==> src/rtl/hms_pkg.sv <==
// ----------------------------------------------------------------------------
// Stopwatch package
// Request and response payloads, timer state, event codes and digit helpers.
// ----------------------------------------------------------------------------
package hms_pkg;

   localparam int SecW   = 6;
   localparam int HourW  = 10;
   localparam int AdjW   = 6;

   localparam logic [SecW-1:0]  SecMax   = SecW'(59);
   localparam logic [HourW-1:0] HourWrap = HourW'(24);

   localparam logic [2:0] EvTick   = 3'd0;
   localparam logic [2:0] EvClear  = 3'd1;
   localparam logic [2:0] EvPause  = 3'd2;
   localparam logic [2:0] EvResume = 3'd3;
   localparam logic [2:0] EvSample = 3'd4;

   localparam int AdjHourUp   = 0;
   localparam int AdjHourDown = 1;
   localparam int AdjMinUp    = 2;
   localparam int AdjMinDown  = 3;
   localparam int AdjSecUp    = 4;
   localparam int AdjSecDown  = 5;

   localparam int Div10Mul   = 205;
   localparam int Div10Shift = 11;
   localparam int Div10W     = HourW + 8;
   localparam int Mod25Mul   = 1311;
   localparam int Mod25Shift = 15;
   localparam int Mod25W     = HourW + 1 + 11;

   typedef struct packed {
      logic [2:0] mode;
      logic       toggle_button;
      logic       hour_up_button;
      logic       hour_down_button;
      logic       minute_up_button;
      logic       minute_down_button;
      logic       second_up_button;
      logic       second_down_button;
   } req_type;

   typedef struct packed {
      logic [5:0] secs;
      logic [5:0] mins;
      logic [4:0] hrs;
      logic [3:0] sec_ones;
      logic [2:0] sec_tens;
      logic [3:0] min_ones;
      logic [2:0] min_tens;
      logic [3:0] hour_ones;
      logic [1:0] hour_tens;
      logic       down_active;
      logic       buzzer_on;
      logic       is_running;
   } rsp_type;

   typedef struct packed {
      logic [SecW-1:0]  secs;
      logic [SecW-1:0]  mins;
      logic [HourW-1:0] hours;
      logic             count_down;
      logic             running;
      logic             alarm;
      logic             toggle_held;
      logic [AdjW-1:0]  adjust_held;
   } state_type;

   function automatic logic [HourW-1:0] div10(input logic [HourW-1:0] v);
      logic [Div10W-1:0] p;
      p = Div10W'(v) * Div10W'(Div10Mul);
      return HourW'(p >> Div10Shift);
   endfunction

   function automatic logic [3:0] rem10(input logic [HourW-1:0] v);
      logic [HourW-1:0] q;
      logic [HourW+3:0] m;
      q = div10(v);
      m = (HourW+4)'(q) * (HourW+4)'(10);
      return 4'(v - HourW'(m));
   endfunction

   function automatic logic [HourW-1:0] mod25(input logic [HourW:0] t);
      logic [Mod25W-1:0] p;
      logic [HourW:0]    q;
      logic [HourW+5:0]  m;
      p = Mod25W'(t) * Mod25W'(Mod25Mul);
      q = (HourW+1)'(p >> Mod25Shift);
      m = (HourW+6)'(q) * (HourW+6)'(25);
      return HourW'(t - (HourW+1)'(m));
   endfunction

endpackage

==> src/rtl/hms_stream_if.sv <==
// ----------------------------------------------------------------------------
// Stream channel
// Valid/ready channel carrying one payload per transfer.
// ----------------------------------------------------------------------------
interface hms_stream_if #(
   parameter type payload_type = logic
) ();
   logic        valid;
   logic        ready;
   payload_type payload;

   modport source (output valid, output payload, input ready);
   modport sink (input valid, input payload, output ready);
endinterface

==> src/rtl/hms_update.sv <==
// ----------------------------------------------------------------------------
// Stopwatch next-state logic
// Applies one request event to the current timer state.
// ----------------------------------------------------------------------------
module hms_update (
   input  hms_pkg::req_type   req,
   input  hms_pkg::state_type cur,
   output hms_pkg::state_type nxt
);
   import hms_pkg::*;

   function automatic logic [SecW-1:0] step60(input logic [SecW-1:0] v,
                                              input logic up, input logic down);
      logic [SecW-1:0] r;
      r = v;
      if (up && !down) begin
         r = (v == SecMax) ? '0 : v + SecW'(1);
      end else if (down && !up) begin
         r = (v == '0) ? SecMax : v - SecW'(1);
      end
      return r;
   endfunction

   logic [AdjW-1:0] buttons;
   logic [AdjW-1:0] fire;
   logic [HourW:0]  hour_sum;

   always_comb begin
      nxt      = cur;
      buttons  = '0;
      fire     = '0;
      hour_sum = '0;
      buttons[AdjHourUp]   = req.hour_up_button;
      buttons[AdjHourDown] = req.hour_down_button;
      buttons[AdjMinUp]    = req.minute_up_button;
      buttons[AdjMinDown]  = req.minute_down_button;
      buttons[AdjSecUp]    = req.second_up_button;
      buttons[AdjSecDown]  = req.second_down_button;
      case (req.mode)
         EvTick: begin
            if (cur.running && !cur.count_down) begin
               if (cur.secs == SecMax) begin
                  nxt.secs = '0;
                  if (cur.mins == SecMax) begin
                     nxt.mins  = '0;
                     nxt.hours = cur.hours + HourW'(1);
                  end else begin
                     nxt.mins = cur.mins + SecW'(1);
                  end
               end else begin
                  nxt.secs = cur.secs + SecW'(1);
               end
               if (nxt.hours == HourWrap) begin
                  nxt.secs  = '0;
                  nxt.mins  = '0;
                  nxt.hours = '0;
               end
            end else if (cur.running) begin
               if (cur.secs != '0) begin
                  nxt.secs = cur.secs - SecW'(1);
               end else if (cur.mins != '0) begin
                  nxt.secs = SecMax;
                  nxt.mins = cur.mins - SecW'(1);
               end else if (cur.hours != '0) begin
                  nxt.secs  = SecMax;
                  nxt.mins  = SecMax;
                  nxt.hours = cur.hours - HourW'(1);
               end else begin
                  nxt.alarm = 1'b1;
               end
            end
         end
         EvClear: begin
            nxt.secs  = '0;
            nxt.mins  = '0;
            nxt.hours = '0;
         end
         EvPause: begin
            nxt.running = 1'b0;
         end
         EvResume: begin
            nxt.running = 1'b1;
         end
         EvSample: begin
            nxt.alarm = 1'b0;
            if (!req.toggle_button) begin
               nxt.toggle_held = 1'b0;
            end else if (!cur.toggle_held && !cur.running) begin
               nxt.count_down  = !cur.count_down;
               nxt.toggle_held = 1'b1;
            end
            if (nxt.count_down) begin
               fire             = buttons & ~cur.adjust_held;
               nxt.adjust_held  = buttons;
               hour_sum = {1'b0, cur.hours}
                        + (fire[AdjHourUp] ? (HourW+1)'(1) : '0)
                        + (fire[AdjHourDown] ? (HourW+1)'(24) : '0);
               if (fire[AdjHourUp] || fire[AdjHourDown]) begin
                  nxt.hours = mod25(hour_sum);
               end
               nxt.mins  = step60(cur.mins, fire[AdjMinUp], fire[AdjMinDown]);
               nxt.secs  = step60(cur.secs, fire[AdjSecUp], fire[AdjSecDown]);
            end
         end
         default: begin
         end
      endcase
   end

endmodule

==> src/rtl/hms_display.sv <==
// ----------------------------------------------------------------------------
// Stopwatch display formatter
// Builds the response fields and decimal digits from the timer state.
// ----------------------------------------------------------------------------
module hms_display (
   input  hms_pkg::state_type st,
   output hms_pkg::rsp_type   rsp
);
   import hms_pkg::*;

   logic [HourW-1:0] sec_wide;
   logic [HourW-1:0] min_wide;
   logic [HourW-1:0] sec_q;
   logic [HourW-1:0] min_q;
   logic [HourW-1:0] hour_q;

   assign sec_wide = HourW'(st.secs);
   assign min_wide = HourW'(st.mins);
   assign sec_q    = div10(sec_wide);
   assign min_q    = div10(min_wide);
   assign hour_q   = div10(st.hours);

   always_comb begin
      rsp.secs        = st.secs;
      rsp.mins        = st.mins;
      rsp.hrs         = st.hours[4:0];
      rsp.sec_ones    = rem10(sec_wide);
      rsp.sec_tens    = sec_q[2:0];
      rsp.min_ones    = rem10(min_wide);
      rsp.min_tens    = min_q[2:0];
      rsp.hour_ones   = rem10(st.hours);
      rsp.hour_tens   = hour_q[1:0];
      rsp.down_active = st.count_down;
      rsp.buzzer_on   = st.alarm;
      rsp.is_running  = st.running;
   end

endmodule

==> src/rtl/hms_up_down_stopwatch.sv <==
// ----------------------------------------------------------------------------
// Up/down hours-minutes-seconds stopwatch
// Event-driven stopwatch with count-up and count-down modes.
// ----------------------------------------------------------------------------
// Each request on req_if carries one event: a one-second tick, clear, pause,
// resume, or a sample of the push buttons. Every request produces exactly
// one response on rsp_if with the time after the event, six decimal display
// digits and the mode, buzzer and running flags.
// A request accepted at a clock edge shows its response from the next cycle
// on. Throughput is one request per cycle while rsp_if is ready; the state
// register doubles as the response register, so the next request is taken
// in the same cycle the pending response is taken.
// When the receiver stalls, the response holds and req_if.ready drops until
// rsp_if.ready returns.
// Reset clears the time to zero, selects count-up, sets the timer running,
// clears the buzzer and the button history, and empties the response slot.
// ----------------------------------------------------------------------------
module hms_up_down_stopwatch (
   input logic          clock,
   input logic          reset,
   hms_stream_if.sink   req_if,
   hms_stream_if.source rsp_if
);
   import hms_pkg::*;

   state_type state_ff;
   state_type state_in;
   logic      rsp_valid_ff;
   logic      accept;
   req_type   req_payload;
   rsp_type   rsp_payload;

   assign req_payload   = req_if.payload;
   assign req_if.ready  = !rsp_valid_ff || rsp_if.ready;
   assign accept        = req_if.valid && req_if.ready;
   assign rsp_if.valid  = rsp_valid_ff;
   assign rsp_if.payload = rsp_payload;

   hms_update u_update (
      .req (req_payload),
      .cur (state_ff),
      .nxt (state_in)
   );

   hms_display u_display (
      .st  (state_ff),
      .rsp (rsp_payload)
   );

   always_ff @(posedge clock) begin
      if (reset) begin
         state_ff     <= '{default: '0, running: 1'b1};
         rsp_valid_ff <= 1'b0;
      end else begin
         if (accept) begin
            state_ff <= state_in;
         end
         if (accept) begin
            rsp_valid_ff <= 1'b1;
         end else if (rsp_if.ready) begin
            rsp_valid_ff <= 1'b0;
         end
      end
   end

   a_fields_in_range: assert property (@(posedge clock) disable iff (reset)
      state_ff.secs <= SecMax && state_ff.mins <= SecMax)
      else $error("seconds or minutes out of range");

   a_alarm_count_down: assert property (@(posedge clock) disable iff (reset)
      state_ff.alarm |-> state_ff.count_down)
      else $error("buzzer set in count-up mode");

   a_accept_gives_rsp: assert property (@(posedge clock) disable iff (reset)
      accept |=> rsp_valid_ff)
      else $error("accepted request without response");

   a_stall_holds_state: assert property (@(posedge clock) disable iff (reset)
      rsp_valid_ff && !rsp_if.ready |=> $stable(state_ff))
      else $error("state changed while response stalled");

endmodule

==> src/flat_wrapper.sv <==
// flat-port wrapper written by rule: the top's interface ports become plain ports
module hms_up_down_stopwatch_flat import hms_pkg::*;
  (clock, reset, req_if_valid, req_if_payload, req_if_ready, rsp_if_valid, rsp_if_payload, rsp_if_ready);
  hms_stream_if #(.payload_type(req_type)) req_if_i ();
  hms_stream_if #(.payload_type(rsp_type)) rsp_if_i ();
  input logic clock;
  input logic reset;
  input wire logic [$bits(req_if_i.valid)-1:0] req_if_valid;
  input wire logic [$bits(req_if_i.payload)-1:0] req_if_payload;
  output wire logic [$bits(req_if_i.ready)-1:0] req_if_ready;
  output wire logic [$bits(rsp_if_i.valid)-1:0] rsp_if_valid;
  output wire logic [$bits(rsp_if_i.payload)-1:0] rsp_if_payload;
  input wire logic [$bits(rsp_if_i.ready)-1:0] rsp_if_ready;
  assign req_if_i.valid = req_if_valid;
  assign req_if_i.payload = req_if_payload;
  assign req_if_ready = req_if_i.ready;
  assign rsp_if_valid = rsp_if_i.valid;
  assign rsp_if_payload = rsp_if_i.payload;
  assign rsp_if_i.ready = rsp_if_ready;
  hms_up_down_stopwatch u_core (.clock(clock), .reset(reset), .req_if(req_if_i), .rsp_if(rsp_if_i));
endmodule
==> config.mk <==
export PLATFORM = sky130hd
export DESIGN_NAME = hms_up_down_stopwatch_flat
export DESIGN_NICKNAME = d
export VERILOG_FILES = /design/src/rtl/hms_pkg.sv /design/src/rtl/hms_stream_if.sv /design/src/rtl/hms_update.sv /design/src/rtl/hms_display.sv /design/src/rtl/hms_up_down_stopwatch.sv /design/src/flat_wrapper.sv
export SDC_FILE = /design/constraint.sdc
export NUM_CORES = 1
export LEC_CHECK = 0
export ABC_CLOCK_PERIOD_IN_PS = 12700
export BUFFER_PORTS_ARGS = -buffer_cell sky130_fd_sc_hd__buf_4
export CORE_MARGIN = 2
export CORE_UTILIZATION = 50
export DETAILED_ROUTE_END_ITERATION = 6
export GPL_TIMING_DRIVEN = 0
export PLACE_DENSITY_LB_ADDON = 0.3
export SYNTH_ARGS = -nofsm -noshare
export SYNTH_HDL_FRONTEND = slang
export SYNTH_SLANG_ARGS = --single-unit
==> constraint.sdc <==
create_clock -name clock -period 12.7 [get_ports clock]
set_clock_uncertainty 0.05 [all_clocks]
set_input_delay 2.54 -clock clock [delete_from_list [all_inputs] [get_ports clock]]
set_output_delay 2.54 -clock clock [all_outputs]
set_load 0.01 [all_outputs]
---- Yosys cells after proc, flatten, opt, wreduce, memory -nomap -nowiden ----
Cells that the tools add are included.
W data, S select, Z words.
operators by class
  bitwise operators ....................... 2
  reductions and logical operators ........ 35
  equality and inequality tests ........... 24
  multiplexer cells ....................... 39
  add/sub/neg operators ................... 12
  multiply operators ...................... 8
operator list
  cell                      number
  $mux W22                  5
  $pmux W22 S3              1
  $mux W16                  4
  $mux W6                   9
  $mux W10                  3
  $mul A6 B8 Y14 const B    2
  $mul A11 B11 Y22 const B  1
  $mul A10 B8 Y18 const B   1
  $reduce_and A8 Y1         2
  $ne A3 B3 Y1 const B      5
  $mux W1                   13
  $add A6 B1 Y6 const B     2
  $eq A6 B6 Y1 const B      2
  $logic_not A6 Y1          2
  $mux W12                  1
  $ne A2 B2 Y1 const B      6
  $reduce_bool A6 Y1        2
  $sub A4 B4 Y4             3
  $sub A6 B1 Y6 const B     2
  $add A10 B1 Y11           1
  $add A11 B5 Y11           1
  $add A10 B1 Y10 const B   1
  $eq A10 B5 Y1 const B     1
  $mul A7 B5 Y10 const B    1
  other kinds (26)          49
storage, ports and cells
  output and inout bits ................... 42
  input port bits ......................... 14
  logic and storage cells ................. 129
  register bits after elaboration ......... 33

---- Longest topological paths before layout ----
Gate-level depths: netlist of the first run.
  depth in word-level cells ............... 11
  gate-level depth with buffers ........... 40
  depth with buffers taken out ............ 40

---- Hierarchy ----
A second synthesis of the first run with hierarchy kept.
unflattened totals
  cells, all modules ...................... 1315
  area, all modules ....................... 10354.9 µm²
modules (own cells, without submodules)
  module                 times used  area each (µm²)  cells an instance  sequential area each (µm²)
  hms_update             1           6060.8           845                0.0
  hms_display            1           2802.7           319                0.0
  hms_up_down_stopwatch  1           1491.4           151                660.6

---- Worst setup path before layout of the first run ----
Ideal clock, no wire load.
  kind .................................... in2reg
  start ................................... input req_if_payload[5]
  end ..................................... register u_core.state_ff[19] (netlist bit)
  data arrival time ....................... 10.959 ns
  path slack .............................. 1.629 ns
  cell stages on the path ................. 38
  buffers on the path ..................... 0
  setup time .............................. 0.063 ns
  required time ........................... 12.587 ns
  path through ............................ nand2b_1 -> inv_1 -> ha_1 -> a21oi_1 -> o211ai_1 -> nand2_1 -> xnor2_1 -> clkinv_1 -> xnor2_1 -> ha_1 -> a21o_1 -> ha_1 -> inv_1 -> fa_1 -> inv_1 -> fa_1 -> inv_1 -> fa_1 -> [... 2 more ...] -> o21ai_0 -> a22oi_1 -> o31ai_4 -> o21bai_1 -> a21oi_1 -> xnor2_1 -> ha_1 -> inv_1 -> fa_1 -> inv_1 -> fa_1 -> inv_1 -> ha_1 -> nand2_1 -> o31a_1 -> o21a_1 -> or4b_1 -> nand3_1
between the ends
  longest elaborated chain between the ends .. 10
  elaborated cells on any way between the ends .. 13
  classes of those cells .................. 3 x add/sub; 2 x mul; 1 x eq/ne; 4 x mux; 1 x bitwise; 2 x reduce/logical
ends and longest elaborated chain
  element                 line                         source
  start: declaration      flat_wrapper.sv:9            input wire logic [$bits(req_if_i.payload)-1:0] req_if_payload;
  $and A6 B6 Y6 *         hms_update.sv:93             fire = buttons & ~cur.adjust_held;
  $mux W1                 hms_update.sv:96             + (fire[AdjHourUp] ? (HourW+1)'(1) : '0)
  $add A10 B1 Y11         hms_update.sv:96
  $add A11 B5 Y11         hms_update.sv:97             + (fire[AdjHourDown] ? (HourW+1)'(24) : '0);
  $mul A11 B11 Y22        hms_pkg.sv:89                p = Mod25W'(t) * Mod25W'(Mod25Mul);
  $mul A7 B5 Y10          hms_pkg.sv:91                m = (HourW+6)'(q) * (HourW+6)'(25);
  $sub A10 B10 Y10        hms_pkg.sv:92                return HourW'(t - (HourW+1)'(m));
  $mux W10                hms_update.sv:98             if (fire[AdjHourUp] || fire[AdjHourDown]) begin
  $mux W22                hms_update.sv:92             if (nxt.count_down) begin
  $pmux W22 S3            hms_update.sv:39             case (req.mode)
  end signal: assignment  hms_up_down_stopwatch.sv:56  state_ff <= state_in;
  end: declaration        hms_up_down_stopwatch.sv:26  state_type state_ff;
Mark *: on every way between the ends. The rest lies on a longest branch, timed or not. The select of a mux whose other input is x is not followed.
A chain may end at the register's enable or synchronous reset.

---- Final worst setup path of the first run ----
Same ends and word-level chain as after synthesis.

==> run summary, run 1 <==
First drt pass iteration count: 6
Critical Path Start Type: primary input
CP max stage cell: a22oi_1
Hold WC Path Type: reg2reg
Tmin final: 11.97 ns
Final hold viol count: 0
Layout filler cell count: 1719
WL/cell: 15.3 um
Die ar.: 19300 um^2
Initial antenna violation count: 0
Hold Crit Depth: 2
Seq/Total Area, Yosys: 0.0724
Hold Slack: 0.444 ns
Unrepaired setup endpoints after global routing: no
TritonCTS clock tree: done
Dominant cell type by area after synthesis: ha_1
Outcome: completed
Commonest cells after routing, fill and taps aside: 219 x ha_1, 202 x inv_1, 78 x buf_4, 73 x xnor2_1, 69 x fa_1
ANT cells: 0
Number of port buffers: 54
DPL Wire Length: 17600 um
Post-synthesis instance total: 1092
GRT Overall Usage: 0.226
Pin count of the biggest net entering global routing: 12
Clock transition at the registers of the reported paths: 0.06 ns
Placer Congestion: 0.944
Multi-input gate area: 7430 um^2
Maximum VDD drop: 0.0590 mV
Yosys warns: 0
Setup ws final: 0.727 ns
Pwr/cell area: 69.5 nW/um^2
CTS root buf: clkbuf_16
Vias per cell: 5.42
Final Routed Wirelength: 21200 um
RR Startpoint: u_core.state_ff[11]
Storage cell area: 661 um^2
Fin crit share: 0.943
Yosys top cell area share: 0.300
Setup TNS Final: 0 ns
Io pins: 56
Setup bufs post-CTS: 0
Die width: 139 um
Fin area: 9970 um^2
Synth-to-Final Area Change: 9.23%
Synth Area per Inst: 8.36 um^2
Slowest cell delay on critical path: 0.61 ns
DR WL met2: 9620 um
Slew HR: 0.253
Post-synth ARST share: 0
Post-Syn Area: 9120 um^2
Leak: 5.29 nW
Ys flop type: dfxtp_1
Initial drt markers: 641
Number of cell rows: 49
Area after DPL: 9820 um^2
EDFF count, synth: 0
FF+latch count, synth: 33
Max-cap violations: 0
Die height: 139 um
Clock Tree Buf Depth: 2
Final nets: 1455
Routed length on met3: 1010 um
CTS H-tree lvls: 2
Share of layout cells above drive strength 1: 0.0936
Synth area leaders: ha_1 30%, fa_1 15%, inv_1 8.3%, dfxtp_1 7.2%, xnor2_1 7.1%
CTS Buf Count: 5
Commonest non-fill, non-tap cell in the layout: ha_1
Final setup fails: 0
CORE AREA: 18000 um^2
Residual DRC: 0
DR vias: 7495
Initial Util: 0.508
WS Path Type: in2reg
Data required time at the worst endpoint: 12.88 ns
Most used cell, CP: inv_1
Worst Hold End: u_core.state_ff[0]
Worst r2r dst: u_core.state_ff[19]
Final ANT Viol Nets: 0
Worst EP arrival: 12.15 ns
Clock sink count: 33
Worst R2R Setup Slack: 2.47 ns
Worst R2R Path Depth: 35
Post-place setup slack: 0.165 ns
CP max FO: 8
Worst Setup End Kind: register
Post-Syn Nets: 1394
Measured slew at the worst slew-check pin: 1.11 ns
Top Layer Used: met4
Synth unique cells: 71
Grt total ovfl: 0
Max Clock Freq: 0.0835 GHz
Wire length on met1: 10100 um
Worst hold start: u_core.state_ff[0]
Max Slew Vio Count: 0
Vias in the first global route: 7485
First-pass GRT wire length: 36600 um
Worst-skew pair later-pin latency: 0.29 ns
[through the flow]
step | instances | utilization | power [mW]
finish | 1383 | 0.555 | 0.692
detailed placement | 1375 | 0.546 | 0.571
floorplan | 1092 | - | 0.458
global route | 1383 | 0.555 | 0.772
CTS | 1383 | 0.554 | 0.697
global placement | 1375 | 0.546 | 0.562
[layer usage]
layer  GRT usage  up-vias
li1            -     3729
met1       0.320     3549
met2       0.373      177
met3      0.0245       40
met4      0.0526        0
met5           0        -
[area by class of cell]
| cell class | instances | area share |
|---|---|---|
| Clock buffer | 5 | 0.0126 |
| Multi-Input combinational cell | 809 | 0.746 |
| Sequential cell | 33 | 0.0663 |
| Tap cell | 229 | 0.0288 |
| Buffer | 45 | 0.0270 |
| Timing Repair Buffer | 54 | 0.0407 |
| Clock inverter | 3 | 0.00176 |
| Inverter | 205 | 0.0772 |
[logic make-up (layout without fill, tap and decap cells)]
logic type | count (synthesis) | after routing | share of synthesized area
adder cells (fa/ha/maj) | 288 | 288 | 0.452
buffers and inverters | 250 | 312 | 0.114
AND/OR/NAND/NOR | 231 | 231 | 0.122
AO/OA/AOI/OAI | 183 | 183 | 0.133
XOR/XNOR | 96 | 96 | 0.0945
flip-flops | 33 | 33 | 0.0724
multiplexers | 11 | 11 | 0.0122
[critical path, delay by kind of cell]
family	cells	cell delay, ns
and+or+nand+nor	5	0.90
adders and majority gates	10	3.98
xor gates and xnor gates	4	1.13
buffers and inverters	9	0.88
AOI/OAI and AO/OA	10	2.75
[where the power goes]
group	total, mW	internal, mW	switching [mW]
combinational	0.455	0.199	0.256
sequential	0.115	0.107	0.00810
clock	0.122	0.0720	0.0502
total	0.692	0.378	0.314
[registers in the layout (all words and copies together) (netlist names)]
| name | cells |
|---|---|
| u_core.state_ff | 32 |
| u_core.rsp_if.valid | 1 |
[cells in the mapped netlist, drive strengths merged (3+ instances only)]
library cell	number
o31ai	4
nand4	13
a21oi	51
nor3	9
o211ai	6
o311ai	3
nor4	3
clkbuf	17
ha	219
xnor2	74
nand2	67
mux2i	10
dfxtp	33
o21ai	45
xor2	21
a311oi	5
nor3b	3
buf	28
a31oi	6
a21boi	4
inv	202
nand2b	12
nand3	24
o22ai	6
and2	3
a211oi	8
o32ai	3
nor2b	10
o21bai	4
fa	69
nor2	66
a21o	13
and3	11
clkinv	3
or2	3
a22oi	5
[worst max-delay path by stage]
stage | cells past startpoint | slack [ns] | end | start
floorplan | 38 | 1.63 | u_core.state_ff[19] | req_if_payload[5]
global placement | 38 | 0.24 | u_core.state_ff[19] | req_if_payload[5]
detailed placement | 39 | 0.17 | u_core.state_ff[19] | req_if_payload[5]
CTS | 38 | 0.41 | u_core.state_ff[19] | req_if_payload[5]
global route | 39 | 0.07 | u_core.state_ff[19] | req_if_payload[5]
finish | 38 | 0.73 | u_core.state_ff[19] | req_if_payload[5]
[timing repair]
item / CTS / global route
endpoints found under the setup margin: 0 / 3
hold buffers: 0 / 0
resized for setup: 0 / 1
Power figures use the tool's default switching activity.
==> inputs of run 2 (changes only) <==
--- a/config.mk
+++ b/config.mk
@@ -5,7 +5,7 @@
 export SDC_FILE = /design/constraint.sdc
 export NUM_CORES = 1
 export LEC_CHECK = 0
-export ABC_CLOCK_PERIOD_IN_PS = 12700
+export ABC_CLOCK_PERIOD_IN_PS = 13300
 export BUFFER_PORTS_ARGS = -buffer_cell sky130_fd_sc_hd__buf_4
 export CORE_MARGIN = 2
 export CORE_UTILIZATION = 50
==> constraint.sdc (replaced) <==
create_clock -name clock -period 13.3 [get_ports clock]
set_clock_uncertainty 0.05 [all_clocks]
set_input_delay 0 -clock clock [delete_from_list [all_inputs] [get_ports clock]]
set_output_delay 0 -clock clock [all_outputs]
set_load 0.01 [all_outputs]
==> run summary, run 2 (synthesis results as in run 1) <==
Final setup fails: 0 (unchanged)
Clock sink count: 33 (unchanged)
DPL Wire Length: 17600 um (unchanged)
Placer Congestion: 0.944 (unchanged)
Post-place setup slack: 2.83 ns (+2.66 ns)
Busiest layer in global routing: met2
Storage cell area: 661 um^2 (unchanged)
First-pass GRT wire length: 36700 um (+0.25%)
Measured slew at the worst slew-check pin: 1.11 ns (+0.00218 ns)
Max Slew Vio Count: 0 (unchanged)
Data required time at the worst endpoint: 13.48 ns (+0.60 ns)
Share of layout cells above drive strength 1: 0.0920 (-0.00158)
Non-filler cells, final: 1392 (+0.65%)
Die width: 139 um (unchanged)
CP max FO: 8 (unchanged)
Clock Tree Buf Depth: 2 (unchanged)
Max-cap violations: 0 (unchanged)
Worst EP arrival: 10.73 ns (-1.42 ns)
Initial Util: 0.508 (unchanged)
Fin crit share: 0.794
Max Clock Freq: 0.0947 GHz
Synth-to-Final Area Change: 10.1%
Grt total ovfl: 0 (unchanged)
Die ar.: 19300 um^2 (unchanged)
WL/cell: 15.2 um (-0.60%)
CTS H-tree lvls: 2 (unchanged)
DR vias: 7549 (+0.72%)
Worst-skew pair later-pin latency: 0.29 ns (about the same)
Initial antenna violation count: 0 (unchanged)
Initial drt markers: 536 (-16%)
Layout filler cell count: 1716 (-0.17%)
Clock transition at the registers of the reported paths: 0.06 ns (about the same)
Pwr/cell area: 66.0 nW/um^2 (-5.0%)
Number of port buffers: 54 (unchanged)
First drt pass iteration count: 5 (-1)
Pin count of the biggest net entering global routing: 12 (unchanged)
Final core occ: 0.559 (+0.00460)
Unrepaired setup endpoints after global routing: no
Setup bufs post-CTS: 0 (unchanged)
Slowest cell delay on critical path: 0.63 ns (+0.02 ns)
Number of cell rows: 49 (unchanged)
Inst Count DP: 1375 (unchanged)
Maximum VDD drop: 0.0562 mV (-4.9%)
Met2 usage: 0.374 (+0.00130)
GRT Overall Usage: 0.227 (+0.000365)
CTS Buf Count: 5 (unchanged)
Tot Pwr: 0.663 mW (-4.2%)
WS Path Type: reg2reg
Most used cell, CP: inv_1
Commonest non-fill, non-tap cell in the layout: ha_1
ANT cells: 0 (unchanged)
Fin area: 10000 um^2 (+0.83%)
Final ANT Viol Nets: 0 (unchanged)
CTS root buf: clkbuf_16
Die height: 139 um (unchanged)
M3 GR Usage: 0.0221 (-0.00242)
TritonCTS clock tree: done
Io pins: 56 (unchanged)
Multi-input gate area: 7420 um^2 (-0.10%)
CP max stage cell: xnor2_1
Tmin final: 10.55 ns
Vias per cell: 5.42 (about the same)
Residual DRC: 0 (unchanged)
Number of gates resized after CTS: 0 (unchanged)
Worst Setup End Kind: register
GR Layer Usage met1: 0.321 (+0.00129)
Commonest cells after routing, fill and taps aside: 219 x ha_1, 202 x inv_1, 78 x buf_4, 74 x xnor2_1, 69 x fa_1
Slew HR: 0.252 (-0.00146)
Area after DPL: 9820 um^2 (unchanged)
Setup TNS Final: 0 ns (unchanged)
Setup ws final: 2.75 ns (+2.02 ns)
Final hold viol count: 0 (unchanged)
Hold-fix buffer count after cts: 9 (+9)
Vias in the first global route: 7528 (+0.57%)
Leak: 5.33 nW (+0.63%)
Max reg flops: 32 (unchanged)
Hold Slack: 0.0749 ns (-0.369 ns)
Biggest register: u_core.state_ff
Outcome: completed
Final Routed Wirelength: 21200 um (about the same)
Final nets: 1464 (+0.62%)
CORE AREA: 18000 um^2 (unchanged)
Hold WC Path Type: in2reg
Critical Path Start Type: register
-- run 2: changes by cell type in the layout (fill, tap and decap cells not counted) --
cell           delta
xnor2_1           +1
dlygate4sd3_1     +9
xnor2_2           -1
-- run 2: layout make-up --
class,count,area share
clock inverters,3,0.00174
well taps,229,0.0285
multi-input cells,809,0.739
clock buffers,5,0.0125
flip-flops and latches,33,0.0657
plain buffers,45,0.0268
repair buffers,63,0.0493
inverters,205,0.0766
-- run 2: power by group --
| part | switching [mW] | internal, mW | leakage, nW |
|---|---|---|---|
| clock | 0.0480 | 0.0687 | 0.0696 |
| combinational | 0.245 | 0.192 | 4.99 |
| sequential | 0.00771 | 0.102 | 0.267 |
-- run 2: final timing paths --
kind                       startpoint                  end  slack [ns]  depth (start not counted)
hold reg to reg    u_core.state_ff[0]   u_core.state_ff[0]        0.44                          2
setup reg to reg  u_core.state_ff[11]  u_core.state_ff[19]        2.75                         35
hold / removal      req_if_payload[9]   u_core.state_ff[8]        0.07                          4
setup / recovery  u_core.state_ff[11]  u_core.state_ff[19]        2.75                         35
-- run 2: per-layer routing --
| metal | wire, um | up-vias |
|---|---|---|
| met4 | 454 | 0 |
| met2 | 9660 | 188 |
| met5 | 0 | - |
| met1 | 10200 | 3577 |
| met3 | 862 | 34 |
| li1 | - | 3750 |
-- run 2: critical path, delay by kind of cell, from the launching register on --
family | cells | cell delay, ns
xor gates and xnor gates | 4 | 1.38
DFF | 1 | 0.53
AOI/OAI and AO/OA | 10 | 2.76
adders and majority gates | 10 | 4.19
and+or+nand+nor | 4 | 0.77
buffers and inverters | 7 | 0.83
